File: config.mk
export PLATFORM = sky130hd
export DESIGN_NAME = sptfp_front
export DESIGN_NICKNAME = d
export VERILOG_FILES = /design/src/hdl/sptfp_pkg.sv /design/src/hdl/sptfp_front.sv
export SDC_FILE = /design/constraint.sdc
export NUM_CORES = 1
export LEC_CHECK = 0
export ABC_AREA = 0
export BUFFER_PORTS_ARGS = -buffer_cell sky130_fd_sc_hd__buf_2
export CAP_MARGIN = 20
export CORE_MARGIN = 4
export CORE_UTILIZATION = 60
export CTS_CLUSTER_SIZE = 10
export DETAILED_ROUTE_END_ITERATION = 7
export PLACE_DENSITY = 0.84
export SETUP_SLACK_MARGIN = 0.3
export SKIP_LAST_GASP = 1
export SLEW_MARGIN = 30
export SYNTH_ARGS = -nofsm -noshare
export SYNTH_HDL_FRONTEND = slang
export SYNTH_SLANG_ARGS = --single-unit
File: constraint.sdc
create_clock -name clk -period 18.5 [get_ports clk]
set_clock_uncertainty 0.15 [all_clocks]
set_input_delay 2.775 -clock clk [delete_from_list [all_inputs] [get_ports clk]]
set_output_delay 2.775 -clock clk [all_outputs]
set_load 0.02 [all_outputs]
File: src/hdl/sptfp_pkg.sv
// ----------------------------------------------------------------------------
// sptfp_pkg
// Shared types, constants and the arctangent table for the scan point core.
// ----------------------------------------------------------------------------
package sptfp_pkg;

  // Angle precision kept from the 24-bit turn and number of CORDIC rotations
  localparam int ANGLE_BITS    = 16;
  localparam int CORDIC_STAGES = 16;
  localparam int ATAN_ENTRIES  = 24;
  localparam int CORDIC_ITERS  = (CORDIC_STAGES < ATAN_ENTRIES) ? CORDIC_STAGES
                                                                 : ATAN_ENTRIES;

  // Quotient bits of the division by the squared quaternion norm
  localparam int QUO_BITS = 20;

  // Queue between front and back
  localparam int QDEPTH = 2;
  localparam int QPTR_W = 1;

  // Configuration register indexes
  localparam logic [7:0] REG_ROT_QUAT    = 8'd0;
  localparam logic [7:0] REG_SHIFT_X     = 8'd1;
  localparam logic [7:0] REG_SHIFT_Y     = 8'd2;
  localparam logic [7:0] REG_SHIFT_Z     = 8'd3;
  localparam logic [7:0] REG_ANGLE_START = 8'd4;
  localparam logic [7:0] REG_ANGLE_STEP  = 8'd5;

  localparam logic [63:0] ROT_QUAT_RESET = 64'h4000_0000_0000_0000;
  localparam logic signed [31:0] CORDIC_GAIN_Q30 = 32'sd652032874;

  // Mask that keeps the top ANGLE_BITS of a 24-bit turn
  localparam logic [23:0] ANGLE_KEEP = ~24'((32'd1 << (24 - ANGLE_BITS)) - 32'd1);

  // Word passed from front to back
  typedef struct packed {
    logic [15:0] theta;
    logic [15:0] range_mm;
    logic        scan_end;
  } sample_t;

  // Arctangent of 2^-i in units of 2^-32 turn
  function automatic logic signed [31:0] atan_turn32(input logic [4:0] idx);
    logic signed [31:0] v;
    case (idx)
      5'd0:  v = 32'sh20000000;
      5'd1:  v = 32'sh12E4051E;
      5'd2:  v = 32'sh09FB385B;
      5'd3:  v = 32'sh051111D4;
      5'd4:  v = 32'sh028B0D43;
      5'd5:  v = 32'sh0145D7E1;
      5'd6:  v = 32'sh00A2F61E;
      5'd7:  v = 32'sh00517C55;
      5'd8:  v = 32'sh0028BE53;
      5'd9:  v = 32'sh00145F2F;
      5'd10: v = 32'sh000A2F98;
      5'd11: v = 32'sh000517CC;
      5'd12: v = 32'sh00028BE6;
      5'd13: v = 32'sh000145F3;
      5'd14: v = 32'sh0000A2FA;
      5'd15: v = 32'sh0000517D;
      5'd16: v = 32'sh000028BE;
      5'd17: v = 32'sh0000145F;
      5'd18: v = 32'sh00000A30;
      5'd19: v = 32'sh00000518;
      5'd20: v = 32'sh0000028C;
      5'd21: v = 32'sh00000146;
      5'd22: v = 32'sh000000A3;
      5'd23: v = 32'sh00000051;
      default: v = 32'sh0;
    endcase
    return v;
  endfunction

endpackage

File: src/hdl/sptfp_front.sv
// ----------------------------------------------------------------------------
// sptfp_front
// Accepts range samples, assigns the beam angle and keeps the sample index.
// ----------------------------------------------------------------------------
module sptfp_front import sptfp_pkg::*; (
  input  logic        clk,
  input  logic        rst_n,
  input  logic        in_tvalid,
  output logic        in_tready,
  input  logic [15:0] in_tdata,    // [15:0] range_mm
  input  logic        in_tlast,    // scan_end
  input  logic [15:0] angle_start,
  input  logic [15:0] angle_step,
  input  logic        q_full,
  output logic        q_push,
  output sample_t     q_wdata
);

  logic [15:0] idx_r;
  logic [15:0] idx_nxt;
  logic [31:0] ang_prod;

  // Beam angle: start plus index times step, modulo one turn
  assign ang_prod  = idx_r * angle_step;
  assign in_tready = !q_full;
  assign q_push    = in_tvalid && !q_full;

  always_comb begin
    q_wdata.theta    = angle_start + ang_prod[15:0];
    q_wdata.range_mm = in_tdata;
    q_wdata.scan_end = in_tlast;
    idx_nxt          = in_tlast ? 16'd0 : idx_r + 16'd1;
  end

  // Advance the index on each accepted word, restart after scan end
  always_ff @(posedge clk) begin
    if (!rst_n) begin
      idx_r <= 16'd0;
    end else if (q_push) begin
      idx_r <= idx_nxt;
    end
  end

endmodule

==> metrics.txt <==
Comb power frac=0.502; synthesis-to-finish area growth=3.52%; Crit path arrival time=7.75 ns; R2R depth=6; Reg power frac=0.290; max reg flops=16; initial antenna violation count=0; Critical Path End=q_wdata[32]; vias per cell=5.21; crit path launch=angle_step[1]; biggest regs=idx_r: 16 flops; Filler Cell Count=724; post-synth net total=824; ranking of synthesized cells by area=fa_1, ha_1, inv_1; Pre-antenna DRT Iters=4; CTS Buffer Depth=2; CP startpoint kind=input pin; Most used DFF post-synth=dfxtp_1; P_leak=2.68 nW; async set-reset flop share out of synthesis=0; overflow left after global routing=0; Slew @ Worst Pin=0.734 ns; die height=101 µm; synth unique cells=33; WS Path Type=in2out; total chip power=0.125 mW; setup_tns=0 ns; number of buffers created by CTS=3; Power Dens Cells=23.1 nW/µm²; hold crit path type=reg2reg; cell area after synthesis=5220 µm²; Yosys top cell by area=fa_1; sw power=0.0508 mW; Synth top area share=0.360; post_cts resized=0; Antenna Violating Nets Remaining=0; Internal Pwr Total=0.0739 mW; DP HPWL=9.25 mm; Core Box Area=8340 µm²; Post-CTS Repair Setup Buffers=0; initial drt markers=203; count of input and output buffers=55; cts hold-fix bufs=0; outcome=finished clean; clock network fraction of design power=0.209; die area=10300 µm²; fmax=0.0937 GHz; synth cell count leaders=inv_1, nand2_1, fa_1, ha_1, and2_1; Rel. slew slack=0.510; vias post-DR=3869; CP required=15.58 ns; flop2flop setup slack=16.30 ns; VDD IR max=31.8 µV; GP Congestion=0.926; CTS tree=done; post-route minimum period=10.67 ns; Die W=101 µm; Yosys reg bits=16; Clk Latency, worst-skew pair=0.25 ns; most frequent cell after synthesis=inv_1; first-pass GRT wire length=19.1 mm; Worst R2R Start=idx_r[0]; Setup WS pre-CTS=7.83 ns; Syn. warnings=0; ant diodes=0; Final Hold Vio Count=0; number of synthesized flops with an enable pin=0; clk root buf=clkbuf_8; setup ws final=7.83 ns; drt total wl=10.8 mm; WL/cell=14.6 µm; Std-Cell Rows=33; Slew Viols, Final=0; initial cell density of the core=0.626; Reg clk slew, reported paths=0.06 ns; sequential fraction of the synthesis area=0.0613; DRC viols=0; htree depth=1; # Max-Cap Violations=0; FF-to-FF End=idx_r[6]; Ports=88; nets=840; Critical Path Fanout Max=15; Synth Area per Inst=8.37 µm²; Most flops, register=idx_r; RSZ-0062 raised after global routing=no; nature of the critical path endpoint=output port; Gate Count Post-Synth=624; CTS Sinks=16; vias in the first global route=4272; final period utilization=0.577; GRT Total Usage=0.231; Final setup viols=0; share of layout cells above drive strength 1=0.0987; sw frac=0.407; largest net degree at the start of global routing=20
[power by group through the flow]
stage / combinational (mW) / clock, mW / sequential, mW
floorplan: 0.0501 / 0 / 0.0356
global placement: 0.0601 / 0 / 0.0368
detailed placement: 0.0630 / 0 / 0.0369
CTS: 0.0633 / 0.0260 / 0.0361
global route: 0.0704 / 0.0277 / 0.0362
finish: 0.0626 / 0.0260 / 0.0361
[cells by family after synthesis]
family                     count (synthesis)  synth area share
AOI/OAI and AO/OA                         23            0.0271
xor gates and xnor gates                  55            0.0977
adders and majority gates                147             0.487
buffers and inverters                    195             0.159
DFF                                       16            0.0613
muxes                                      1           0.00192
and+or+nand+nor                          187             0.166
[placed cells by master (no fill, tap or decap), types with 4 or more instances in the layout]
cell type | Yosys | routed
fa_1 | 94 | 94
nor2_1 | 20 | 20
nand3_1 | 4 | 4
a21oi_1 | 8 | 8
nand4_1 | 4 | 4
dfxtp_1 | 16 | 16
ha_1 | 53 | 53
and2_1 | 43 | 43
nor2b_1 | 4 | 4
o21ai_0 | 5 | 5
inv_1 | 151 | 151
xnor2_1 | 30 | 30
buf_2 | 4 | 55
xor2_1 | 22 | 22
nand2_1 | 102 | 102
[routing by layer]
metal | GRT usage | part of all wire
met1 | 0.288 | 0.39
met2 | 0.419 | 0.52
met3 | 0.0255 | 0.066
met4 | 0.0767 | 0.025
met5 | 0 | 0
[worst min-delay path by stage]
stage / start / to / depth (start not counted)
6_report: idx_r[15] / idx_r[15] / 2
3_5_place_dp: idx_r[15] / idx_r[15] / 2
5_1_grt: idx_r[15] / idx_r[15] / 2
3_3_place_gp: idx_r[15] / idx_r[15] / 2
4_1_cts: idx_r[15] / idx_r[15] / 2
2_1_floorplan: idx_r[15] / idx_r[15] / 2
[worst max-delay path, stage by stage]
cell	delay, ns
buf_2	0.18
and2_1	0.21
fa_1	0.53
inv_1	0.05
fa_1	0.54
inv_1	0.06
fa_1	0.38
inv_1	0.08
fa_1	0.44
fa_1	0.51
fa_1	0.49
inv_1	0.04
ha_1	0.32
a21o_1	0.23
a21oi_1	0.17
o21ai_0	0.18
a31oi_1	0.23
xor2_1	0.15
buf_2	0.18
[per-stage QoR]
step / cells / instance area, µm² / hold WS, ns / util
4_1_cts: 743 / 5410 / 0.370 / 0.648
3_3_place_gp: 740 / 5370 / 0.349 / 0.643
2_1_floorplan: 624 / 5220 / 0.329 / -
5_1_grt: 743 / 5410 / 0.404 / 0.648
3_5_place_dp: 740 / 5370 / 0.354 / 0.643
6_report: 743 / 5410 / 0.365 / 0.648
[layout make-up]
cell class / count / area [µm²] / area share
clock buffer: 3 / 41.3 / 0.00764
inverter: 151 / 567 / 0.105
multi-input combinational: 413 / 4070 / 0.753
sequential: 16 / 320 / 0.0592
tap: 105 / 131 / 0.0243
timing repair buffer: 55 / 275 / 0.0509
No activity file was read; power rests on OpenSTA's default activity.
