File: src/hdl/sptfp_pkg.sv
// ----------------------------------------------------------------------------
// sptfp_pkg
// Shared types, constants and the arctangent table for the scan point core.
// ----------------------------------------------------------------------------
package sptfp_pkg;

  // Angle precision kept from the 24-bit turn and number of CORDIC rotations
  localparam int ANGLE_BITS    = 16;
  localparam int CORDIC_STAGES = 16;
  localparam int ATAN_ENTRIES  = 24;
  localparam int CORDIC_ITERS  = (CORDIC_STAGES < ATAN_ENTRIES) ? CORDIC_STAGES
                                                                 : ATAN_ENTRIES;

  // Quotient bits of the division by the squared quaternion norm
  localparam int QUO_BITS = 20;

  // Queue between front and back
  localparam int QDEPTH = 2;
  localparam int QPTR_W = 1;

  // Configuration register indexes
  localparam logic [7:0] REG_ROT_QUAT    = 8'd0;
  localparam logic [7:0] REG_SHIFT_X     = 8'd1;
  localparam logic [7:0] REG_SHIFT_Y     = 8'd2;
  localparam logic [7:0] REG_SHIFT_Z     = 8'd3;
  localparam logic [7:0] REG_ANGLE_START = 8'd4;
  localparam logic [7:0] REG_ANGLE_STEP  = 8'd5;

  localparam logic [63:0] ROT_QUAT_RESET = 64'h4000_0000_0000_0000;
  localparam logic signed [31:0] CORDIC_GAIN_Q30 = 32'sd652032874;

  // Mask that keeps the top ANGLE_BITS of a 24-bit turn
  localparam logic [23:0] ANGLE_KEEP = ~24'((32'd1 << (24 - ANGLE_BITS)) - 32'd1);

  // Word passed from front to back
  typedef struct packed {
    logic [15:0] theta;
    logic [15:0] range_mm;
    logic        scan_end;
  } sample_t;

  // Arctangent of 2^-i in units of 2^-32 turn
  function automatic logic signed [31:0] atan_turn32(input logic [4:0] idx);
    logic signed [31:0] v;
    case (idx)
      5'd0:  v = 32'sh20000000;
      5'd1:  v = 32'sh12E4051E;
      5'd2:  v = 32'sh09FB385B;
      5'd3:  v = 32'sh051111D4;
      5'd4:  v = 32'sh028B0D43;
      5'd5:  v = 32'sh0145D7E1;
      5'd6:  v = 32'sh00A2F61E;
      5'd7:  v = 32'sh00517C55;
      5'd8:  v = 32'sh0028BE53;
      5'd9:  v = 32'sh00145F2F;
      5'd10: v = 32'sh000A2F98;
      5'd11: v = 32'sh000517CC;
      5'd12: v = 32'sh00028BE6;
      5'd13: v = 32'sh000145F3;
      5'd14: v = 32'sh0000A2FA;
      5'd15: v = 32'sh0000517D;
      5'd16: v = 32'sh000028BE;
      5'd17: v = 32'sh0000145F;
      5'd18: v = 32'sh00000A30;
      5'd19: v = 32'sh00000518;
      5'd20: v = 32'sh0000028C;
      5'd21: v = 32'sh00000146;
      5'd22: v = 32'sh000000A3;
      5'd23: v = 32'sh00000051;
      default: v = 32'sh0;
    endcase
    return v;
  endfunction

endpackage

File: src/hdl/sptfp_fifo.sv
// ----------------------------------------------------------------------------
// sptfp_fifo
// Short queue of samples between the front and the back.
// ----------------------------------------------------------------------------
module sptfp_fifo import sptfp_pkg::*; (
  input  logic    clk,
  input  logic    rst_n,
  input  logic    push,
  input  sample_t wdata,
  input  logic    pop,
  output sample_t rdata,
  output logic    full,
  output logic    not_empty
);

  sample_t            mem_r [QDEPTH];
  logic [QPTR_W-1:0]  wp_r;
  logic [QPTR_W-1:0]  rp_r;
  logic [QPTR_W:0]    cnt_r;

  assign full      = (cnt_r == (QPTR_W+1)'(QDEPTH));
  assign not_empty = (cnt_r != '0);
  assign rdata     = mem_r[rp_r];

  // Store words
  always_ff @(posedge clk) begin
    if (push) begin
      mem_r[wp_r] <= wdata;
    end
  end

  // Move pointers and fill count
  always_ff @(posedge clk) begin
    if (!rst_n) begin
      wp_r  <= '0;
      rp_r  <= '0;
      cnt_r <= '0;
    end else begin
      if (push) begin
        wp_r <= wp_r + 1'b1;
      end
      if (pop) begin
        rp_r <= rp_r + 1'b1;
      end
      if (push && !pop) begin
        cnt_r <= cnt_r + 1'b1;
      end else if (pop && !push) begin
        cnt_r <= cnt_r - 1'b1;
      end
    end
  end

endmodule

File: config.mk
export PLATFORM = sky130hd
export DESIGN_NAME = sptfp_fifo
export DESIGN_NICKNAME = d
export VERILOG_FILES = /design/src/hdl/sptfp_pkg.sv /design/src/hdl/sptfp_fifo.sv
export SDC_FILE = /design/constraint.sdc
export NUM_CORES = 1
export LEC_CHECK = 0
export BUFFER_PORTS_ARGS = -buffer_cell sky130_fd_sc_hd__clkbuf_2
export CORE_MARGIN = 5
export CORE_UTILIZATION = 46
export DETAILED_ROUTE_END_ITERATION = 7
export MAX_ROUTING_LAYER = met4
export PLACE_DENSITY_LB_ADDON = 0.15
export SYNTH_ARGS = -nofsm -noshare
export SYNTH_HDL_FRONTEND = slang
export SYNTH_SLANG_ARGS = --single-unit
File: constraint.sdc
create_clock -name clk -period 2.3 [get_ports clk]
set_input_delay 0.23 -clock clk [delete_from_list [all_inputs] [get_ports clk]]
set_output_delay 0.23 -clock clk [all_outputs]
set_load 0.01 [all_outputs]
==> impl_metrics.tcl, run 1 <==
set metrics [dict create \
    critPathKind "reg -> out" \
    slew_headroom 0.709 \
    ctsHtreeMaxLevel 3 \
    rows 27 \
    critPathArrivalTime_ns 1.47 \
    hpwl_um 3050 \
    slowest_stage "mux2_2" \
    synth-seq-cells 71 \
    cts_resized 0 \
    vias 1363 \
    start_kind "flip-flop" \
    rsz0062_at_grt "false" \
    min_path_cells 1 \
    drt-initial-drc-count 119 \
    area_growth_pct 26.2 \
    synth.avg_cell_area_um2 20.8 \
    wl_met3_um 291 \
    cts_buffers 9 \
    finalSetupViolations 0 \
    gp_congestion 0.730 \
    grt_start_max_net_pins 23 \
    seq_area_frac_synth 0.800 \
    start_util 0.473 \
    min_period_ns 1.70 \
    port_buffers 71 \
    synth_compound_area_frac 0.00769 \
    reg2regPathDepth 2 \
    powerDensity_nw_per_um2 865 \
    min_path_type "in -> reg" \
    cap_violations 0 \
    switchingPower_mw 0.587 \
    status "finished clean" \
    die_y_um 85.2 \
    syn_inst 125 \
    synth_simple_gate_area_frac 0.0226 \
    top_layer "met4" \
    track_usage 0.133 \
    m1WireLength_um 1780 \
    grt_remaining_overflow 0 \
    hold-worst-slack_ns 0.0780 \
    cp_top_family "buffers and inverters" \
    worstMarginPinSlew_ns 0.436 \
    clkSlewWorstSetupHoldPaths_ns 0.08 \
    antenna_found_initial 0 \
    ios 72 \
    clock_latency_ns 0.33 \
    seq_power_share 0.530 \
    p_int_mw 2.26 \
    yosys-mux-area-fraction 0.143 \
    viasPerCell 4.78 \
    dr_wl_met2_um 2130 \
    cp_max_fo 21 \
    setup_tns_ns 0 \
    grt_pass1_wl_um 6960 \
    hold_buffers 0 \
    syn_nets 163 \
    fmax_mhz 588 \
    cts_tree "yes" \
    cp.required_ns 2.07 \
    synth_top_family_by_area "multiplexers" \
    cp.buffers_inverters 2 \
    maxSlewViolCount 0 \
    cts_root_buffer "clkbuf_8" \
    diodes 0 \
    cp_cell_sequence "buf_4 -> mux2_2 -> clkbuf_2" \
    clkSinkCount 71 \
    synthAdderAreaFrac 0.00481 \
    hold_viol_final 0 \
    nNetsFinal 246 \
    syn-cell-area_um2 2600 \
    synth-xor-area-share 0.0101 \
    routed_wl_um 4320 \
    drc 0 \
    chipWidth_um 85.2 \
    min_period_over_period 0.739 \
    p_comb_frac 0.108 \
    finClkSkew_ns 0.00666 \
    cellLeakagePower_nw 1.27 \
    dieArea_um2 7260 \
    ys.warnings.count 0 \
    clock_path_buffers 2 \
    end_kind "output port" \
    post_drt_wl_per_cell_um 15.2 \
    first_pass_iters 4 \
    fill_cells 432 \
    ir_drop_v 0.000736 \
    clkPwrFrac 0.361 \
    cpPeakStageDelay_ns 0.39 \
    cp.depth 3 \
    design.core.area_um2 5510 \
    power_switching_share 0.206 \
    synth_cell_types 17 \
    postCtsSetupBuffers 0 \
    postRouteAntennaNets 0 \
    grt_pass1_vias 1483 \
    drive_gt1_frac 0.582 \
]
-- cells in the final DEF, fill, tap and decap left out, drive strengths merged --
master	instances
xor2	2
nor2b	2
dfxtp	5
o21ai	1
mux2	33
or2	1
buf	5
and2	4
xnor2	1
edfxtp	66
a21boi	1
bufinv	2
ha	1
and2b	1
o21a	1
clkinvlp	1
inv	1
clkbuf	84
or3	1
-- metal layers --
layer	track usage	vias up
met5	-	-
met4	0.0906	0
met3	0.0369	11
met2	0.206	52
met1	0.150	652
li1	-	648
-- state kept, by name, indices dropped and copies added, names as in the netlist, named ones only --
signal	count
mem_r	66
cnt_r	2
rp_r	1
wp_r	1
-- synthesized netlist by cell type --
cell	count	area share
a21boi_1	1	0.0029
and2_1	4	0.0096
and2b_2	1	0.0034
buf_2	1	0.0019
buf_4	3	0.0087
dfxtp_1	5	0.038
edfxtp_1	66	0.76
ha_1	1	0.0048
inv_1	1	0.0014
mux2_2	33	0.14
nor2b_1	2	0.0048
o21a_1	1	0.0029
o21ai_0	1	0.0019
or2_2	1	0.0024
or3_1	1	0.0024
xnor2_1	1	0.0034
xor2_1	2	0.0067
-- worst paths after layout --
check                               start           end  slack (ns)
worst max-delay path            flip-flop     rdata[27]        0.60
worst min register to register   cnt_r[1]      cnt_r[1]        0.51
worst min-delay path            wdata[25]  mem_r[1][25]        0.08
worst max register to register       wp_r   mem_r[0][8]        1.02
-- power groups by stage --
stage | Combinational, mW | Clock (mW) | Sequential, mW
after global placement | 0.308 | 0 | 1.53
after floorplan | 0.181 | 0 | 1.53
final | 0.307 | 1.03 | 1.51
after CTS | 0.316 | 1.05 | 1.51
after detailed placement | 0.314 | 0 | 1.54
after global routing | 0.337 | 1.12 | 1.51
-- per-stage QoR --
step	worst slack [ns]	utilization	instances	instance area [um2]	power [mW]
6_report	0.599	0.596	285	3280	2.84
5_1_grt	0.518	0.596	285	3280	2.97
4_1_cts	0.565	0.596	285	3280	2.88
3_5_place_dp	0.937	0.559	269	3080	1.85
3_3_place_gp	0.951	0.559	269	3080	1.84
2_1_floorplan	0.0517	-	125	2600	1.71
-- cell families after synthesis --
kind of cell,count (synthesis)
AOI/OAI and AO/OA,3
xor gates and xnor gates,3
adders and majority gates,1
buffers and inverters,5
DFF,71
muxes,33
and+or+nand+nor,9
-- layout make-up --
cell class / count / area, um2 / share of cell area
multi-input combinational: 49 / 497 / 0.151
inverter: 1 / 3.75 / 0.00114
clock inverter: 3 / 67.6 / 0.0206
clock buffer: 13 / 139 / 0.0423
timing repair buffer: 76 / 405 / 0.123
sequential: 71 / 2080 / 0.634
tap: 72 / 90.1 / 0.0274
Power figures use the tool's default switching activity.
==> run 2, diff against run 1 <==
--- a/config.mk
+++ b/config.mk
@@ -7,7 +7,7 @@
 export LEC_CHECK = 0
 export BUFFER_PORTS_ARGS = -buffer_cell sky130_fd_sc_hd__clkbuf_2
 export CORE_MARGIN = 5
-export CORE_UTILIZATION = 46
+export CORE_UTILIZATION = 51
 export DETAILED_ROUTE_END_ITERATION = 7
 export MAX_ROUTING_LAYER = met4
 export PLACE_DENSITY_LB_ADDON = 0.15
==> constraint.sdc (replaced) <==
create_clock -name clk -period 1.6 [get_ports clk]
set_input_delay 0.16 -clock clk [delete_from_list [all_inputs] [get_ports clk]]
set_output_delay 0.16 -clock clk [all_outputs]
set_load 0.01 [all_outputs]
==> impl_metrics.tcl, run 2 (synthesis results as in run 1) <==
set metrics [dict create \
    clock_latency_ns 0.32 \
    slew_headroom 0.792 \
    min_period_over_period 0.947 \
    start_util 0.516 \
    diodes 0 \
    grt_remaining_overflow 0 \
    met2_usage 0.244 \
    routed_wl_um 4630 \
    critPathArrivalTime_ns 1.36 \
    cp_top_family "flip-flops" \
    start_kind "flip-flop" \
    area_growth_pct 29.3 \
    busiest_layer "met2" \
    clkSlewWorstSetupHoldPaths_ns 0.07 \
    min_period_ns 1.52 \
    grt_start_max_net_pins 27 \
    grt_pass1_vias 1481 \
    clock_path_buffers 2 \
    largestRegisters "mem_r: 66 flops, cnt_r: 2 flops" \
    powerDensity_nw_per_um2 1110 \
    layout_common_cells "clkbuf_2 (71), edfxtp_1 (66), mux2_2 (33)" \
    cp.required_ns 1.44 \
    cp_cell_sequence "clkbuf_16 -> mux2_2 -> clkbuf_2" \
    first_pass_iters 3 \
    ctsHtreeMaxLevel 3 \
    vias 1385 \
    die_y_um 81.4 \
    gr-usage-met3 0.0515 \
    cp.buffers_inverters 2 \
    cp.depth 3 \
    met1_usage 0.177 \
    drt-initial-drc-count 69 \
    ir_drop_v 0.000764 \
    reg2regPathDepth 2 \
    cpPeakStageDelay_ns 0.38 \
    final_common_cell "clkbuf_2" \
    drive_gt1_frac 0.558 \
    status "finished clean" \
    chipWidth_um 81.4 \
    hpwl_um 3190 \
    min_path_cells 1 \
    ios 72 \
    finalPower_mw 3.75 \
    largest-register "mem_r" \
    grt_pass1_wl_um 7030 \
    cellLeakagePower_nw 1.31 \
    largest_reg_flops 66 \
    post_drt_wl_per_cell_um 15.8 \
    cts_tree "yes" \
    nNetsFinal 259 \
    clkSinkCount 71 \
    port_buffers 71 \
    critPathKind "reg -> out" \
    antenna_found_initial 0 \
    design.core.area_um2 5040 \
    setup_tns_ns 0 \
    fmax_mhz 660 \
    hold_viol_final 0 \
    drc 0 \
    worstMarginPinSlew_ns 0.312 \
    maxSlewViolCount 0 \
    cap_violations 0 \
    finClkSkew_ns 0.00253 \
    cts_buffers 9 \
    min_path_type "in -> reg" \
    track_usage 0.155 \
    cp_max_fo 13 \
    rsz0062_at_grt "false" \
    postRouteAntennaNets 0 \
    viasPerCell 4.71 \
    gp_congestion 0.604 \
    slowest_stage "dfxtp_4" \
    cts_root_buffer "clkbuf_8" \
    finalSetupViolations 0 \
    dieArea_um2 6630 \
    rows 26 \
    postCtsSetupBuffers 0 \
    end_kind "output port" \
]
run 2: path summary, 6_finish.rpt:
check / startpoint / endpoint / slack, ns
max: flip-flop / rdata[16] / 0.08
min: wdata[9] / mem_r[0][9] / 0.02
max reg2reg: wp_r / mem_r[0][27] / 0.37
min reg2reg: cnt_r[1] / cnt_r[1] / 0.53
run 2: area by class of cell:
cell class                      instances  area (um2)
Sequential cell                        71        2090
Fill cell                             357        1680
Timing Repair Buffer                   89         548
Multi-Input combinational cell         49         497
Clock buffer                           11         131
Tap cell                               70        87.6
Clock inverter                          3        12.5
Inverter                                1        3.75
run 2: worst reg2reg max path, cell delays in order (launching register included):
cell and delay, ns:
dfxtp_1 0.34, nor2b_4 0.29, buf_4 0.29
run 2: where the power goes:
part / leakage [nW] / internal (mW) / switching (mW)
clock network: 0.0741 / 0.533 / 0.563
registers: 0.662 / 2.14 / 0.0332
logic: 0.576 / 0.255 / 0.226
total: 1.31 / 2.93 / 0.822
run 2: per-stage QoR:
| stage | util | instances | hold slack [ns] | cell area [um2] | setup WS (ns) |
|---|---|---|---|---|---|
| floorplan | - | 125 | 0.259 | 2610 | 0.00225 |
| detailed placement | 0.611 | 268 | 0.353 | 3080 | 0.339 |
| global route | 0.667 | 294 | 0.000285 | 3370 | 0.0156 |
| global placement | 0.611 | 268 | 0.348 | 3080 | 0.385 |
| finish | 0.667 | 294 | 0.0231 | 3370 | 0.0849 |
| CTS | 0.648 | 286 | 0.000238 | 3270 | 0.00741 |
run 2: repair_timing:
item / 4_1_cts / 5_1_grt
hold buffers: 4 / 7
resized for setup: 0 / 2
endpoints found under the setup margin: 0 / 26
hold endpoints to repair: 8 / 12
run 2: per-layer routing:
metal | share of wire | vias up
li1 | - | 675
met3 | 0.062 | 5
met2 | 0.53 | 43
met5 | 0 | -
met4 | 0.011 | 0
met1 | 0.40 | 662
==> run 3, diff against run 2 <==
--- a/config.mk
+++ b/config.mk
@@ -9,8 +9,8 @@
 export CORE_MARGIN = 5
 export CORE_UTILIZATION = 51
 export DETAILED_ROUTE_END_ITERATION = 7
-export MAX_ROUTING_LAYER = met4
 export PLACE_DENSITY_LB_ADDON = 0.15
+export RECOVER_POWER = 25
 export SYNTH_ARGS = -nofsm -noshare
 export SYNTH_HDL_FRONTEND = slang
 export SYNTH_SLANG_ARGS = --single-unit
==> impl_metrics.tcl, run 3 (synthesis results as in run 1) <==
set metrics [dict create \
    status "finished clean" \
    worstMarginPinSlew_ns 0.313 \
    reg2regPathDepth 2 \
    min_path_cells 1 \
    powerDensity_nw_per_um2 1080 \
    rsz0062_at_grt "false" \
    track_usage 0.152 \
    routed_wl_um 4790 \
    largest-register "mem_r" \
    chipWidth_um 81.4 \
    clock_path_buffers 2 \
    gp_congestion 0.601 \
    critPathArrivalTime_ns 1.36 \
    end_kind "output port" \
    hold_viol_final 0 \
    ctsHtreeMaxLevel 3 \
    cts_buffers 9 \
    postRouteAntennaNets 0 \
    drt-initial-drc-count 80 \
    largest_reg_flops 66 \
    cellLeakagePower_nw 1.33 \
    start_util 0.516 \
    post_drt_wl_per_cell_um 15.6 \
    postCtsSetupBuffers 0 \
    postLayoutCoreUtil 0.690 \
    grt_pass1_wl_um 7090 \
    drc 0 \
    die_y_um 81.4 \
    port_buffers 71 \
    cap_violations 0 \
    antenna_found_initial 0 \
    cts_root_buffer "clkbuf_8" \
    grt_pass1_vias 1473 \
    finalNonFillerCells 307 \
    cp.buffers_inverters 2 \
    final_common_cell "edfxtp_1" \
    grt_remaining_overflow 0 \
    maxSlewViolCount 0 \
    ios 72 \
    slew_headroom 0.791 \
    vias 1442 \
    hpwl_um 3190 \
    cp.depth 3 \
    finClkSkew_ns 0.00328 \
    min_period_ns 1.52 \
    setup_tns_ns 0 \
    start_kind "flip-flop" \
    design.core.area_um2 5040 \
    clkSlewWorstSetupHoldPaths_ns 0.07 \
    diodes 0 \
    clock_latency_ns 0.33 \
    cpPeakStageDelay_ns 0.38 \
    first_pass_iters 4 \
    slowest_stage "dfxtp_4" \
    fmax_mhz 660 \
    rows 26 \
    fill_cells 348 \
    worstHoldStart "wdata[2]" \
    finalPower_mw 3.77 \
    cp_max_fo 7 \
    cp_cell_sequence "buf_4 -> mux2_2 -> clkbuf_2" \
    largestRegisters "mem_r: 66 flops, cnt_r: 2 flops" \
    clkSinkCount 71 \
    min_period_over_period 0.947 \
    min_path_type "in -> reg" \
    drive_gt1_frac 0.477 \
    viasPerCell 4.70 \
    placed_cells 268 \
    cts_tree "yes" \
    dieArea_um2 6630 \
    ir_drop_v 0.000766 \
    finalSetupViolations 0 \
    nNetsFinal 272 \
    critPathKind "reg -> out" \
    worstReg2RegStart "wp_r" \
    layout_common_cells "edfxtp_1 (66), clkbuf_2 (59), mux2_2 (33)" \
    area_growth_pct 33.8 \
    cp_top_family "flip-flops" \
    cp.required_ns 1.44 \
    grt_start_max_net_pins 27 \
]
==> run 3: cell count changes in the layout (fill, tap and decap cells not counted), sizes merged <==
cell and delta:
dlygate4sd3 +13
==> run 3: final cells by class <==
class	instances	area, um2	area share
flip-flops and latches	71	2090	0.599
inverters	1	3.75	0.00108
well taps	70	87.6	0.0252
multi-input cells	49	497	0.143
clock inverters	3	12.5	0.00359
repair buffers	102	663	0.191
clock buffers	11	131	0.0377
==> run 3: power by group <==
part / internal [mW] / total (mW) / switching, mW
Clock: 0.533 / 1.10 / 0.564
Combinational: 0.271 / 0.505 / 0.233
Sequential: 2.14 / 2.17 / 0.0328
==> run 3: path summary, 6_finish.rpt <==
kind / to / slack (ns)
hold reg to reg: cnt_r[1] / 0.53
setup / recovery: rdata[26] / 0.08
setup reg to reg: mem_r[0][27] / 0.36
hold / removal: mem_r[1][2] / 0.05
==> run 3: stage by stage <==
step                instance area [um2]  hold slack, ns  worst slack, ns
floorplan                          2610           0.259          0.00225
global placement                   3080           0.348            0.385
detailed placement                 3080           0.353            0.339
CTS                                3270        0.000238          0.00741
global route                       3480          0.0250          0.00787
finish                             3480          0.0481           0.0841
==> run 3: repair_timing <==
item                                   in CTS  in global routing
setup endpoints to repair                   0                 28
endpoints found under the hold margin       8                 36
gates resized for setup                     0                  2
hold buffers                                4                 20
==> run 3: worst register-to-register path, stage by stage (launching register included) <==
cell	delay (ns)
dfxtp_1	0.34
nor2b_4	0.30
buf_4	0.30
==> run 3: metal layers <==
layer | routed length (um) | track usage | up-vias
met2 | 2600 | 0.244 | 46
met4 | 17 | 0.0659 | 0
met1 | 1850 | 0.172 | 695
met5 | 0 | 0 | -
li1 | - | - | 699
met3 | 315 | 0.0746 | 2
